==> src/hw/rtl/lkv_cache_pkg.sv <==
package lkv_cache_pkg;

  // Fixed port widths
  localparam int WORD_W = 64;
  localparam int KIND_W = 2;
  localparam int CFG_W  = 5;

  // Default sizing
  localparam int DEF_ENTRIES    = 16;
  localparam int DEF_KEY_BITS   = 64;
  localparam int DEF_VALUE_BITS = 64;

  // Capacity register reset value
  localparam logic [CFG_W-1:0] CAP_RESET = 5'd10;

  // Request kinds
  localparam logic [KIND_W-1:0] KIND_PUT = 2'd0;
  localparam logic [KIND_W-1:0] KIND_GET = 2'd1;
  localparam logic [KIND_W-1:0] KIND_DEL = 2'd2;

  // Sequencer states
  typedef enum logic [1:0] {
    ST_IDLE,
    ST_SCAN,
    ST_UPDATE,
    ST_FINISH
  } state_t;

endpackage

==> src/hw/rtl/lru_key_value_cache.sv <==
// Channel | Direction | Ports
// --------+-----------+-------------------------------------------------------
// in      | input     | in_valid/in_ready, in_kind, in_key_word, in_value_word
// out     | output    | out_valid/out_ready, out_hit, out_read_value,
//         |           | out_evicted, out_evicted_key
// cfg     | input     | cfg_valid/cfg_ready, cfg_data (capacity limit)
//
// A request passes through the accept step, a sweep through the single read
// port of the key memory, one update step and one result step.
// Reset (rst_n low, synchronous) empties the store and sets capacity to 10.
// A pending output word stalls only the result step; a new request is
// accepted while the previous word still waits in the output register.
module lru_key_value_cache #(
  parameter int ENTRIES    = lkv_cache_pkg::DEF_ENTRIES,
  parameter int KEY_BITS   = lkv_cache_pkg::DEF_KEY_BITS,
  parameter int VALUE_BITS = lkv_cache_pkg::DEF_VALUE_BITS
) (
  input  logic                               clk,
  input  logic                               rst_n,
  input  logic                               in_valid,
  output logic                               in_ready,
  input  logic [lkv_cache_pkg::KIND_W-1:0]   in_kind,
  input  logic [lkv_cache_pkg::WORD_W-1:0]   in_key_word,
  input  logic [lkv_cache_pkg::WORD_W-1:0]   in_value_word,
  output logic                               out_valid,
  input  logic                               out_ready,
  output logic                               out_hit,
  output logic [lkv_cache_pkg::WORD_W-1:0]   out_read_value,
  output logic                               out_evicted,
  output logic [lkv_cache_pkg::WORD_W-1:0]   out_evicted_key,
  input  logic                               cfg_valid,
  output logic                               cfg_ready,
  input  logic [lkv_cache_pkg::CFG_W-1:0]    cfg_data
);
  import lkv_cache_pkg::*;

  localparam int IDX_W  = $clog2(ENTRIES);
  localparam int RANK_W = IDX_W;
  localparam int CNT_W  = $clog2(ENTRIES + 1);
  localparam int CMP_W  = (CNT_W > CFG_W) ? CNT_W : CFG_W;

  // Sequencer
  state_t state_r, state_nxt;
  logic [IDX_W:0] scan_cnt_r;
  logic           scan_en, upd_en, fin_load;

  // Request hold
  logic [KIND_W-1:0]     kind_q_r;
  logic [KEY_BITS-1:0]   key_q_r;
  logic [VALUE_BITS-1:0] val_q_r;

  // Entry state
  logic [CFG_W-1:0]  cap_r;
  logic              valid_r   [ENTRIES];
  logic              valid_nxt [ENTRIES];
  logic [RANK_W-1:0] rank_r    [ENTRIES];
  logic [RANK_W-1:0] rank_nxt  [ENTRIES];
  logic [CNT_W-1:0]  occ_r, occ_nxt;

  // Memories
  logic [KEY_BITS-1:0]   key_mem [ENTRIES];
  logic [VALUE_BITS-1:0] val_mem [ENTRIES];
  logic [KEY_BITS-1:0]   key_rd_r;
  logic [VALUE_BITS-1:0] val_rd_r;
  logic                  key_we, val_we;
  logic [IDX_W-1:0]      key_wa, val_wa;

  // Compare stage
  logic              cmp_vld_r;
  logic [IDX_W-1:0]  cmp_idx_r;
  logic              cmp_valid_r;
  logic [RANK_W-1:0] cmp_rank_r;
  logic [CNT_W-1:0]  occ_m1;
  logic              key_match;

  // Sweep results
  logic              hit_found_r, free_found_r;
  logic [IDX_W-1:0]  hit_slot_r, free_slot_r, victim_slot_r;
  logic [RANK_W-1:0] hit_rank_r;
  logic [KEY_BITS-1:0] victim_key_r;

  // Update decisions
  logic [CMP_W-1:0] cap_ext, cap_eff, ent_c;
  logic             is_put, need_evict, evict, ins_ok;
  logic [IDX_W-1:0] ins_slot;

  // Result hold
  logic                  res_hit_r, res_ev_r, res_get_r;
  logic [KEY_BITS-1:0]   res_evk_r;

  // Output register
  logic                  out_valid_r;
  logic                  out_hit_r, out_ev_r;
  logic [WORD_W-1:0]     out_rd_r, out_evk_r;

  // Next state
  always_comb begin
    state_nxt = state_r;
    case (state_r)
      ST_IDLE: begin
        if (in_valid) state_nxt = ST_SCAN;
      end
      ST_SCAN: begin
        if (scan_cnt_r == (IDX_W + 1)'(ENTRIES)) state_nxt = ST_UPDATE;
      end
      ST_UPDATE: state_nxt = ST_FINISH;
      ST_FINISH: begin
        if (!out_valid_r || out_ready) state_nxt = ST_IDLE;
      end
      default: state_nxt = ST_IDLE;
    endcase
  end

  // Sequencer outputs
  always_comb begin
    in_ready = 1'b0;
    scan_en  = 1'b0;
    upd_en   = 1'b0;
    fin_load = 1'b0;
    case (state_r)
      ST_IDLE:   in_ready = 1'b1;
      ST_SCAN:   scan_en  = (scan_cnt_r != (IDX_W + 1)'(ENTRIES));
      ST_UPDATE: upd_en   = 1'b1;
      ST_FINISH: fin_load = !out_valid_r || out_ready;
      default: ;
    endcase
  end

  always_ff @(posedge clk) begin
    if (!rst_n) begin
      state_r    <= ST_IDLE;
      scan_cnt_r <= '0;
    end else begin
      state_r <= state_nxt;
      if (in_valid && in_ready) scan_cnt_r <= '0;
      else if (scan_en)         scan_cnt_r <= scan_cnt_r + 1'b1;
    end
  end

  // Capture request word
  always_ff @(posedge clk) begin
    if (in_valid && in_ready) begin
      kind_q_r <= in_kind;
      key_q_r  <= in_key_word[KEY_BITS-1:0];
      val_q_r  <= in_value_word[VALUE_BITS-1:0];
    end
  end

  // Capacity register
  assign cfg_ready = 1'b1;
  always_ff @(posedge clk) begin
    if (!rst_n) cap_r <= CAP_RESET;
    else if (cfg_valid && cfg_ready) cap_r <= cfg_data;
  end

  // Key memory: swept by the scan, written on insert
  always_ff @(posedge clk) begin
    if (key_we) key_mem[key_wa] <= key_q_r;
    key_rd_r <= key_mem[scan_cnt_r[IDX_W-1:0]];
  end

  // Value memory: read at the hit slot during update
  always_ff @(posedge clk) begin
    if (val_we) val_mem[val_wa] <= val_q_r;
    val_rd_r <= val_mem[hit_slot_r];
  end

  // Scan issue: valid bit and rank are registered alongside the key read
  always_ff @(posedge clk) begin
    if (!rst_n) begin
      cmp_vld_r <= 1'b0;
    end else begin
      cmp_vld_r <= scan_en;
    end
    cmp_idx_r   <= scan_cnt_r[IDX_W-1:0];
    cmp_valid_r <= valid_r[scan_cnt_r[IDX_W-1:0]];
    cmp_rank_r  <= rank_r[scan_cnt_r[IDX_W-1:0]];
  end

  // Compare stage: hit, least recent entry, first free slot
  assign occ_m1    = occ_r - 1'b1;
  assign key_match = (key_rd_r == key_q_r);

  always_ff @(posedge clk) begin
    if (!rst_n) begin
      hit_found_r  <= 1'b0;
      free_found_r <= 1'b0;
    end else if (in_valid && in_ready) begin
      hit_found_r  <= 1'b0;
      free_found_r <= 1'b0;
    end else if (cmp_vld_r) begin
      if (cmp_valid_r && key_match) hit_found_r <= 1'b1;
      if (!cmp_valid_r && !free_found_r) free_found_r <= 1'b1;
    end
  end

  always_ff @(posedge clk) begin
    if (cmp_vld_r) begin
      if (cmp_valid_r && key_match) begin
        hit_slot_r <= cmp_idx_r;
        hit_rank_r <= cmp_rank_r;
      end
      if (cmp_valid_r && cmp_rank_r == occ_m1[RANK_W-1:0]) begin
        victim_slot_r <= cmp_idx_r;
        victim_key_r  <= key_rd_r;
      end
      if (!cmp_valid_r && !free_found_r) free_slot_r <= cmp_idx_r;
    end
  end

  // Effective capacity, clamped to 1..ENTRIES
  assign cap_ext = CMP_W'(cap_r);
  assign ent_c   = CMP_W'(ENTRIES);
  assign cap_eff = (cap_ext == '0) ? CMP_W'(1) : ((cap_ext > ent_c) ? ent_c : cap_ext);

  // Update decisions
  assign is_put     = (kind_q_r == KIND_PUT);
  assign need_evict = (CMP_W'(occ_r) >= cap_eff);
  assign evict      = is_put && !hit_found_r && need_evict;
  assign ins_ok     = evict || free_found_r;
  assign ins_slot   = (evict && !(free_found_r && free_slot_r < victim_slot_r)) ?
                      victim_slot_r : free_slot_r;

  // Memory writes
  always_comb begin
    key_we = upd_en && is_put && !hit_found_r && ins_ok;
    key_wa = ins_slot;
    val_we = upd_en && is_put && (hit_found_r || ins_ok);
    val_wa = hit_found_r ? hit_slot_r : ins_slot;
  end

  // Valid bits, ranks and occupancy
  always_comb begin
    valid_nxt = valid_r;
    rank_nxt  = rank_r;
    occ_nxt   = occ_r;
    if (upd_en) begin
      case (kind_q_r)
        KIND_PUT: begin
          if (hit_found_r) begin
            for (int j = 0; j < ENTRIES; j++) begin
              if (valid_r[j] && rank_r[j] < hit_rank_r) rank_nxt[j] = rank_r[j] + 1'b1;
            end
            rank_nxt[hit_slot_r] = '0;
          end else if (ins_ok) begin
            // every valid entry moves up by one; the victim holds the top rank and is then cleared
            for (int j = 0; j < ENTRIES; j++) begin
              if (valid_r[j]) rank_nxt[j] = rank_r[j] + 1'b1;
            end
            if (evict) begin
              valid_nxt[victim_slot_r] = 1'b0;
              rank_nxt[victim_slot_r]  = '0;
            end
            valid_nxt[ins_slot] = 1'b1;
            rank_nxt[ins_slot]  = '0;
            occ_nxt = evict ? occ_r : occ_r + 1'b1;
          end
        end
        KIND_GET: begin
          if (hit_found_r) begin
            for (int j = 0; j < ENTRIES; j++) begin
              if (valid_r[j] && rank_r[j] < hit_rank_r) rank_nxt[j] = rank_r[j] + 1'b1;
            end
            rank_nxt[hit_slot_r] = '0;
          end
        end
        KIND_DEL: begin
          if (hit_found_r) begin
            for (int j = 0; j < ENTRIES; j++) begin
              if (valid_r[j] && rank_r[j] > hit_rank_r) rank_nxt[j] = rank_r[j] - 1'b1;
            end
            valid_nxt[hit_slot_r] = 1'b0;
            rank_nxt[hit_slot_r]  = '0;
            occ_nxt = occ_r - 1'b1;
          end
        end
        default: ;
      endcase
    end
  end

  always_ff @(posedge clk) begin
    if (!rst_n) begin
      for (int j = 0; j < ENTRIES; j++) begin
        valid_r[j] <= 1'b0;
        rank_r[j]  <= '0;
      end
      occ_r <= '0;
    end else begin
      valid_r <= valid_nxt;
      rank_r  <= rank_nxt;
      occ_r   <= occ_nxt;
    end
  end

  // Result fields settled during update
  always_ff @(posedge clk) begin
    if (upd_en) begin
      res_hit_r <= hit_found_r && (kind_q_r == KIND_PUT || kind_q_r == KIND_GET ||
                                   kind_q_r == KIND_DEL);
      res_get_r <= hit_found_r && (kind_q_r == KIND_GET);
      res_ev_r  <= evict;
      res_evk_r <= evict ? victim_key_r : '0;
    end
  end

  // Output register
  always_ff @(posedge clk) begin
    if (!rst_n) begin
      out_valid_r <= 1'b0;
    end else if (fin_load) begin
      out_valid_r <= 1'b1;
    end else if (out_ready) begin
      out_valid_r <= 1'b0;
    end
  end

  always_ff @(posedge clk) begin
    if (fin_load) begin
      out_hit_r <= res_hit_r;
      out_rd_r  <= res_get_r ? WORD_W'(val_rd_r) : '0;
      out_ev_r  <= res_ev_r;
      out_evk_r <= WORD_W'(res_evk_r);
    end
  end

  assign out_valid       = out_valid_r;
  assign out_hit         = out_hit_r;
  assign out_read_value  = out_rd_r;
  assign out_evicted     = out_ev_r;
  assign out_evicted_key = out_evk_r;

endmodule

==> config.mk <==
export PLATFORM = sky130hd
export DESIGN_NAME = lru_key_value_cache
export DESIGN_NICKNAME = d
export VERILOG_FILES = /design/src/hw/rtl/lkv_cache_pkg.sv /design/src/hw/rtl/lru_key_value_cache.sv
export SDC_FILE = /design/constraint.sdc
export NUM_CORES = 2
export LEC_CHECK = 0
export ABC_AREA = 1
export BUFFER_PORTS_ARGS = -buffer_cell sky130_fd_sc_hd__buf_4
export CORE_MARGIN = 1.5
export CORE_UTILIZATION = 60
export DETAILED_ROUTE_END_ITERATION = 8
export HOLD_SLACK_MARGIN = 0.06
export PLACE_DENSITY = 0.81
export SLEW_MARGIN = 20
export SYNTH_ARGS = -nofsm -noshare
export SYNTH_HDL_FRONTEND = slang
export SYNTH_SLANG_ARGS = --single-unit
==> constraint.sdc <==
create_clock -name clk -period 11.1 [get_ports clk]
set_input_delay 1.11 -clock clk [delete_from_list [all_inputs] [get_ports clk]]
set_output_delay 1.11 -clock clk [all_outputs]
set_load 0.005 [all_outputs]
Word level (Yosys, flattened, before mapping) --
Memory sizes are Yosys's and may differ from the RTL's. A register that Yosys moved wholly into a read port is not among the register bits. Index checks and enable logic that the tools add are counted.
Storage, ports and cells: word-level logic and storage cells 547, output and inout port bits 133, memories 2, RAM bits 2048, register bits after elaboration 517
Cells by class: eq/ne operators 18, $lt $le $gt $ge 42, bitwise operators 18, reductions and logical operators 73, muxes and demuxes 300, add/sub/neg operators 35
Memories:
- key_mem | depth 16, width 64, read ports 1, clocked after Yosys merged registers in 1, write ports 1, line lru_key_value_cache.sv:61 | logic [KEY_BITS-1:0] key_mem [ENTRIES];
- val_mem | depth 16, width 64, read ports 1, clocked after Yosys merged registers in 1, write ports 1, line lru_key_value_cache.sv:62 | logic [VALUE_BITS-1:0] val_mem [ENTRIES];
Operator list (number):
- $mux 4 | 247
- $mux 64 | 9
- $and 64x64->64 | 5
- $not 64->64 | 3
- $pmux 64 s3 | 1
- $mux 16 | 8
- $lt 4x4->1 | 17
- $add 4x1->4 const B | 16
- $eq 64x64->1 | 1
- $gt 4x4->1 | 16
- $sub 4x1->4 const B | 16
- $logic_and 1x1->1 | 49
- $demux 4 s4 | 3
- $and 16x16->16 | 2
- $not 16->16 | 2
- $pmux 16 s2 | 1
- $mux 5 | 6
- $ge 5x5->1 const B | 4
- $not 4->5 | 4
- $bmux 4 s4 | 1
- $or 16x16->16 | 1
- $lt 5x1->1 const B | 3
- $mux 1 | 15
- $ne 2x2->1 const B | 7
- 28 further kinds | 49

Logic depth before layout (Yosys ltp) --
depth after elaboration 20, mapped depth 17, gate-level depth less buffers 17

Least setup slack after synthesis --
Ideal clock, no wire load.
path type reg-to-reg, start register occ_r[0], end register victim_key_r[0], enable pin, setup slack 2.871 ns, path buffers 0, required time 10.438 ns, arrival 7.567 ns, stages on the path, launching flop included 6, period minus slack after synthesis 8.229 ns, cell sequence dfxtp_1 > inv_1 > ha_1 > xnor2_1 > xnor2_1 > nor4_1
On the way: word-level cells in the longest chain between the ends 4
RTL lines:
- start: declaration | line lru_key_value_cache.sv:58 | logic [CNT_W-1:0] occ_r, occ_nxt;
- start signal: assignment | line lru_key_value_cache.sv:292 | occ_r <= occ_nxt;
- $sub 5x1->5
- $eq 4x4->1 | line lru_key_value_cache.sv:203 | if (cmp_valid_r && cmp_rank_r == occ_m1[RANK_W-1:0]) begin
- $logic_and 1x1->1 | line lru_key_value_cache.sv:203
- $reduce_and 2->1 (no source line)
- end signal: assignment | line lru_key_value_cache.sv:205 | victim_key_r <= key_rd_r;
- end: declaration | line lru_key_value_cache.sv:80 | logic [KEY_BITS-1:0] victim_key_r;
No other way between the ends. A chain may end at the register's enable or synchronous reset.

Final worst setup path --
start register cap_r[2], in the netlist cap_ext[2], end memory key_mem[14][33] in the netlist's numbering, enable pin
On the way: word-level cells in the longest chain between the ends 9, elaborated cells between the ends (all ways) 12, those cells by class 2 x order compare; 5 x mux; 5 x reduce/logical
RTL lines:
- start: declaration | line lru_key_value_cache.sv:53 | logic [CFG_W-1:0] cap_r;
- start signal: assignment | line lru_key_value_cache.sv:153 | else if (cfg_valid && cfg_ready) cap_r <= cfg_data;
- $gt 5x5->1 | line lru_key_value_cache.sv:214 | assign cap_eff = (cap_ext == '0) ? CMP_W'(1) : ((cap_ext > ent_c) ? ent_c : cap_ext);
- $mux 5 | line lru_key_value_cache.sv:214
- $mux 5 * | line lru_key_value_cache.sv:214
- $ge 5x5->1 * | line lru_key_value_cache.sv:218 | assign need_evict = (CMP_W'(occ_r) >= cap_eff);
- $logic_and 1x1->1 * | line lru_key_value_cache.sv:219 | assign evict = is_put && !hit_found_r && need_evict;
- $logic_or 1x1->1 | line lru_key_value_cache.sv:220 | assign ins_ok = evict || free_found_r;
- $logic_and 1x1->1 | line lru_key_value_cache.sv:226 | key_we = upd_en && is_put && !hit_found_r && ins_ok;
- $mux 1 | line lru_key_value_cache.sv:158 | if (key_we) key_mem[key_wa] <= key_q_r;
- $mux 1 (not written as such) | line lru_key_value_cache.sv:158
- end: declaration | line lru_key_value_cache.sv:61
Every way passes the cells marked *; elsewhere a longest branch is shown, timed or not.

==> summary.txt <==
Clock tree
  • Cts repair resizes: 0
  • Clock slew seen by the registers of the worst setup and hold paths: approximately 0.060 ns
  • H-tree level count: 5
  • Setup bufs post-CTS: 0
  • TritonCTS clock tree: done
  • Hold-fix buffers, CTS: 0
  • Later-pin clock latency in the skew report: 0.95 ns
  • Clock root cell: clkbuf_16
  • Clock Tree Buf Depth: 4
  • Clk sink count: 2,693
  • Cts bufs inserted: 279

Setup path
  • Levels on crit path: 13
  • CP arrival: 5.35 ns
  • Buf/Inv on CP: 2
  • Worst path cell trace: nor2_1 > a21oi_1 > nor2_1 > ha_1 > inv_1 > nand2_1 > nand2_1 > nand3_2 > nand2_4 > nand2_1 > nand3_2 > nor2_4 > buf_4
  • Crit path max fanout: 45
  • Cell mode on critical path: nand2_1
  • Slowest-stage cell, CP: nor2_4
  • CP delay by family, top: simple AND/OR/NAND/NOR gates
  • Max stage delay on crit path: approximately 1 ns
  • FF-to-FF path depth: 13
  • Setup Crit Path Kind: reg2reg
  • CP endpoint kind: register
  • CP startpoint kind: register
  • Required @ worst endpoint: 11.60 ns

Logic synthesis
  • Register area share after synthesis: 0.731
  • Syn_nets: 8,658
  • Ys async rst share: 0
  • Mapped Area: around 110,000 sq um
  • Seq cells post-synth: 2,693
  • Post-synth top flop: edfxtp_1
  • Post-synth EDFFs: 2,455
  • Dominant cell type by area after synthesis: edfxtp_1
  • Top cells by area, synth: edfxtp_1 69%, dfxtp_1 4.4%, nand2_1 3.6%
  • Syn Inst Count: 8,402
  • Syn Area/Cell: 12.8 sq um
  • YS warnings: 0
  • Yosys top cell area share: 0.687
  • Netlist cell types: 49

Layout
  • Non-filler cells, final: about 11k
  • Commonest non-fill, non-tap cell in the layout: edfxtp_1
  • Most frequent cells in the layout: 2,455 x edfxtp_1, 1,030 x nand2_1, 759 x nor2_1
  • Fin area: 121,000 sq um
  • Share of layout cells above drive strength 1: 0.100
  • Final nets: 8,859
  • Area Overhead vs Synth: 12.4%

Power
  • Overall Power: 24.9 mW
  • Leakage: approximately 43 nW
  • PwrDens: approximately 210 nW/um^2
  • Worst VDD drop: roughly 0.18 mV

Global routing
  • Grt met2 use: 0.519
  • Tot GR Track Use: 0.320
  • Largest net degree at the start of global routing: roughly 230
  • Antenna violations before repair: 6
  • Grt ovf: 0
  • Gr busiest metal: met2
  • Global-route wire length before repair: 436,000 um
  • Vias in the first global route: 71.2k
  • Met3 GRT Util: 0.0593
  • GR Layer Usage met1: 0.408

Floorplanning
  • DIE WIDTH: 426 um
  • Initial core utilization: 0.603
  • FP Rows: 155
  • Die area: ~180,000 sq um
  • Die height: roughly 430 um
  • IO Pins: 273
  • Core area: 178,000 sq um

Run
  • Maximum Capacitance Violations: 0

STA
  • Final setup violation count: 0
  • Slew Viols, Final: 0
  • Worst-Margin Slew: 1.23 ns
  • Headroom to the max-slew limit: 0.180
  • Min Tclk post-route: 4.85 ns
  • Maximum clock rate: approximately 0.2 GHz
  • Unrepaired setup endpoints after global routing: false
  • Tcrit/Tclk final: 0.437
  • TNS Setup: 0 ns
  • Final Hold Violating Endpoints: 0
  • Final hold slack: between 0.3 and 0.4 ns
  • Clock Skew: 0.0881 ns

Place
  • DPL Wire Length: 160,000 um
  • GP Congestion: 0.952
  • PortBufs: 271
  • Placement-stage cell area: 112,000 sq um
  • Placed insts: 10.7k

Routing
  • First-pass DRT Iterations: 7
  • Initial DRC count: 10.7k
  • Via density: 6.53
  • DRC: 0
  • Via count: 72.8k
  • Total Wirelength: 295,000 um
  • WL per Instance: about 26 um
  • DRT antenna net count: 0

Worst hold path
  • Hold Path Class: in2reg
  • WHS Path Cells: 1

Status
  • Run status: complete, no violations
per-layer routing:
metal	part of all wire	up-vias
met5	0.00014	-
met4	0.060	6
met3	0.10	966
met2	0.48	5218
met1	0.35	35300
li1	-	31300
stage by stage:
| stage | utilization | setup WS, ns |
|---|---|---|
| 3_5_place_dp | 0.628 | 6.27 |
| 5_1_grt | 0.678 | 6.00 |
| 2_1_floorplan | - | 2.87 |
| 3_3_place_gp | 0.627 | 6.38 |
| 6_report | 0.678 | 6.25 |
| 4_1_cts | 0.677 | 6.24 |
cell usage after synthesis (8+ instances only):
cell,instances
xnor2_1,27
nand4_1,81
xor2_1,58
a31oi_1,24
a22oi_1,512
buf_4,8
nand3b_1,10
clkbuf_1,335
inv_2,11
o21ai_0,659
ha_1,116
o221ai_1,108
nand2_2,9
or4_1,64
dfxtp_1,238
buf_2,55
nand3_1,466
edfxtp_1,2455
a21oi_1,428
buf_1,59
nor3_1,13
nor2_4,9
o31ai_1,9
nor2_1,795
o21ai_1,9
a41oi_1,18
o211ai_1,25
inv_1,530
or2_2,35
nand2_1,1031
clkinv_1,19
nor4_1,8
o22ai_1,153
worst reg2reg max path: cells and delay by family, from the launching register on:
kind | cells | cell delay, ns
flops | 1 | 0.35
fa+ha+maj | 1 | 0.26
buf+inv | 2 | 0.88
compound gates | 1 | 0.17
simple gates | 9 | 2.77
path summary, 6_finish.rpt:
kind | from | to | slack (ns)
max | cap_ext[2] | key_mem[14][33] | 6.25
min reg2reg | res_evk_r[30] | out_evicted_key[30] | 0.40
min | in_value_word[21] | val_q_r[21] | 0.33
max reg2reg | cap_ext[2] | key_mem[14][33] | 6.25
where the power goes:
part           switching, mW  leakage [nW]  total [mW]  internal (mW)
combinational           2.22          14.2        3.10          0.880
clock                   3.77          4.30        9.11           5.34
sequential             0.749          24.2        12.7           11.9
kinds of logic after synthesis:
group / Yosys count / share of synthesized area
other: 1 / 0.0000349
buffers and inverters: 1017 / 0.0365
xor gates and xnor gates: 85 / 0.00694
adders and majority gates: 116 / 0.0135
and+or+nand+nor: 2531 / 0.101
DFF: 2693 / 0.731
AOI/OAI and AO/OA: 1959 / 0.111
sequential cells by signal, summed over array words and instances, names as in the netlist, 16 cells and up:
signal and count:
key_mem 1024, key_q_r 64, key_rd_r 64, out_evicted_key 64, out_read_value 64, rank_r 64, res_evk_r 64, val_mem 1024
val_q_r 64, val_rd_r 64, valid_r 16, victim_key_r 64
final cells by class:
cell class / instances / area [sq um]
inverter: 560 / 2140
multi-input combinational: 4692 / 25300
timing repair buffer: 377 / 3020
tap: 2355 / 2950
antenna: 2 / 5.00
sequential: 2693 / 78500
clock buffer: 377 / 7820
fill: 11500 / 57400
clock inverter: 100 / 950
No activity file was read; power rests on OpenSTA's default activity.
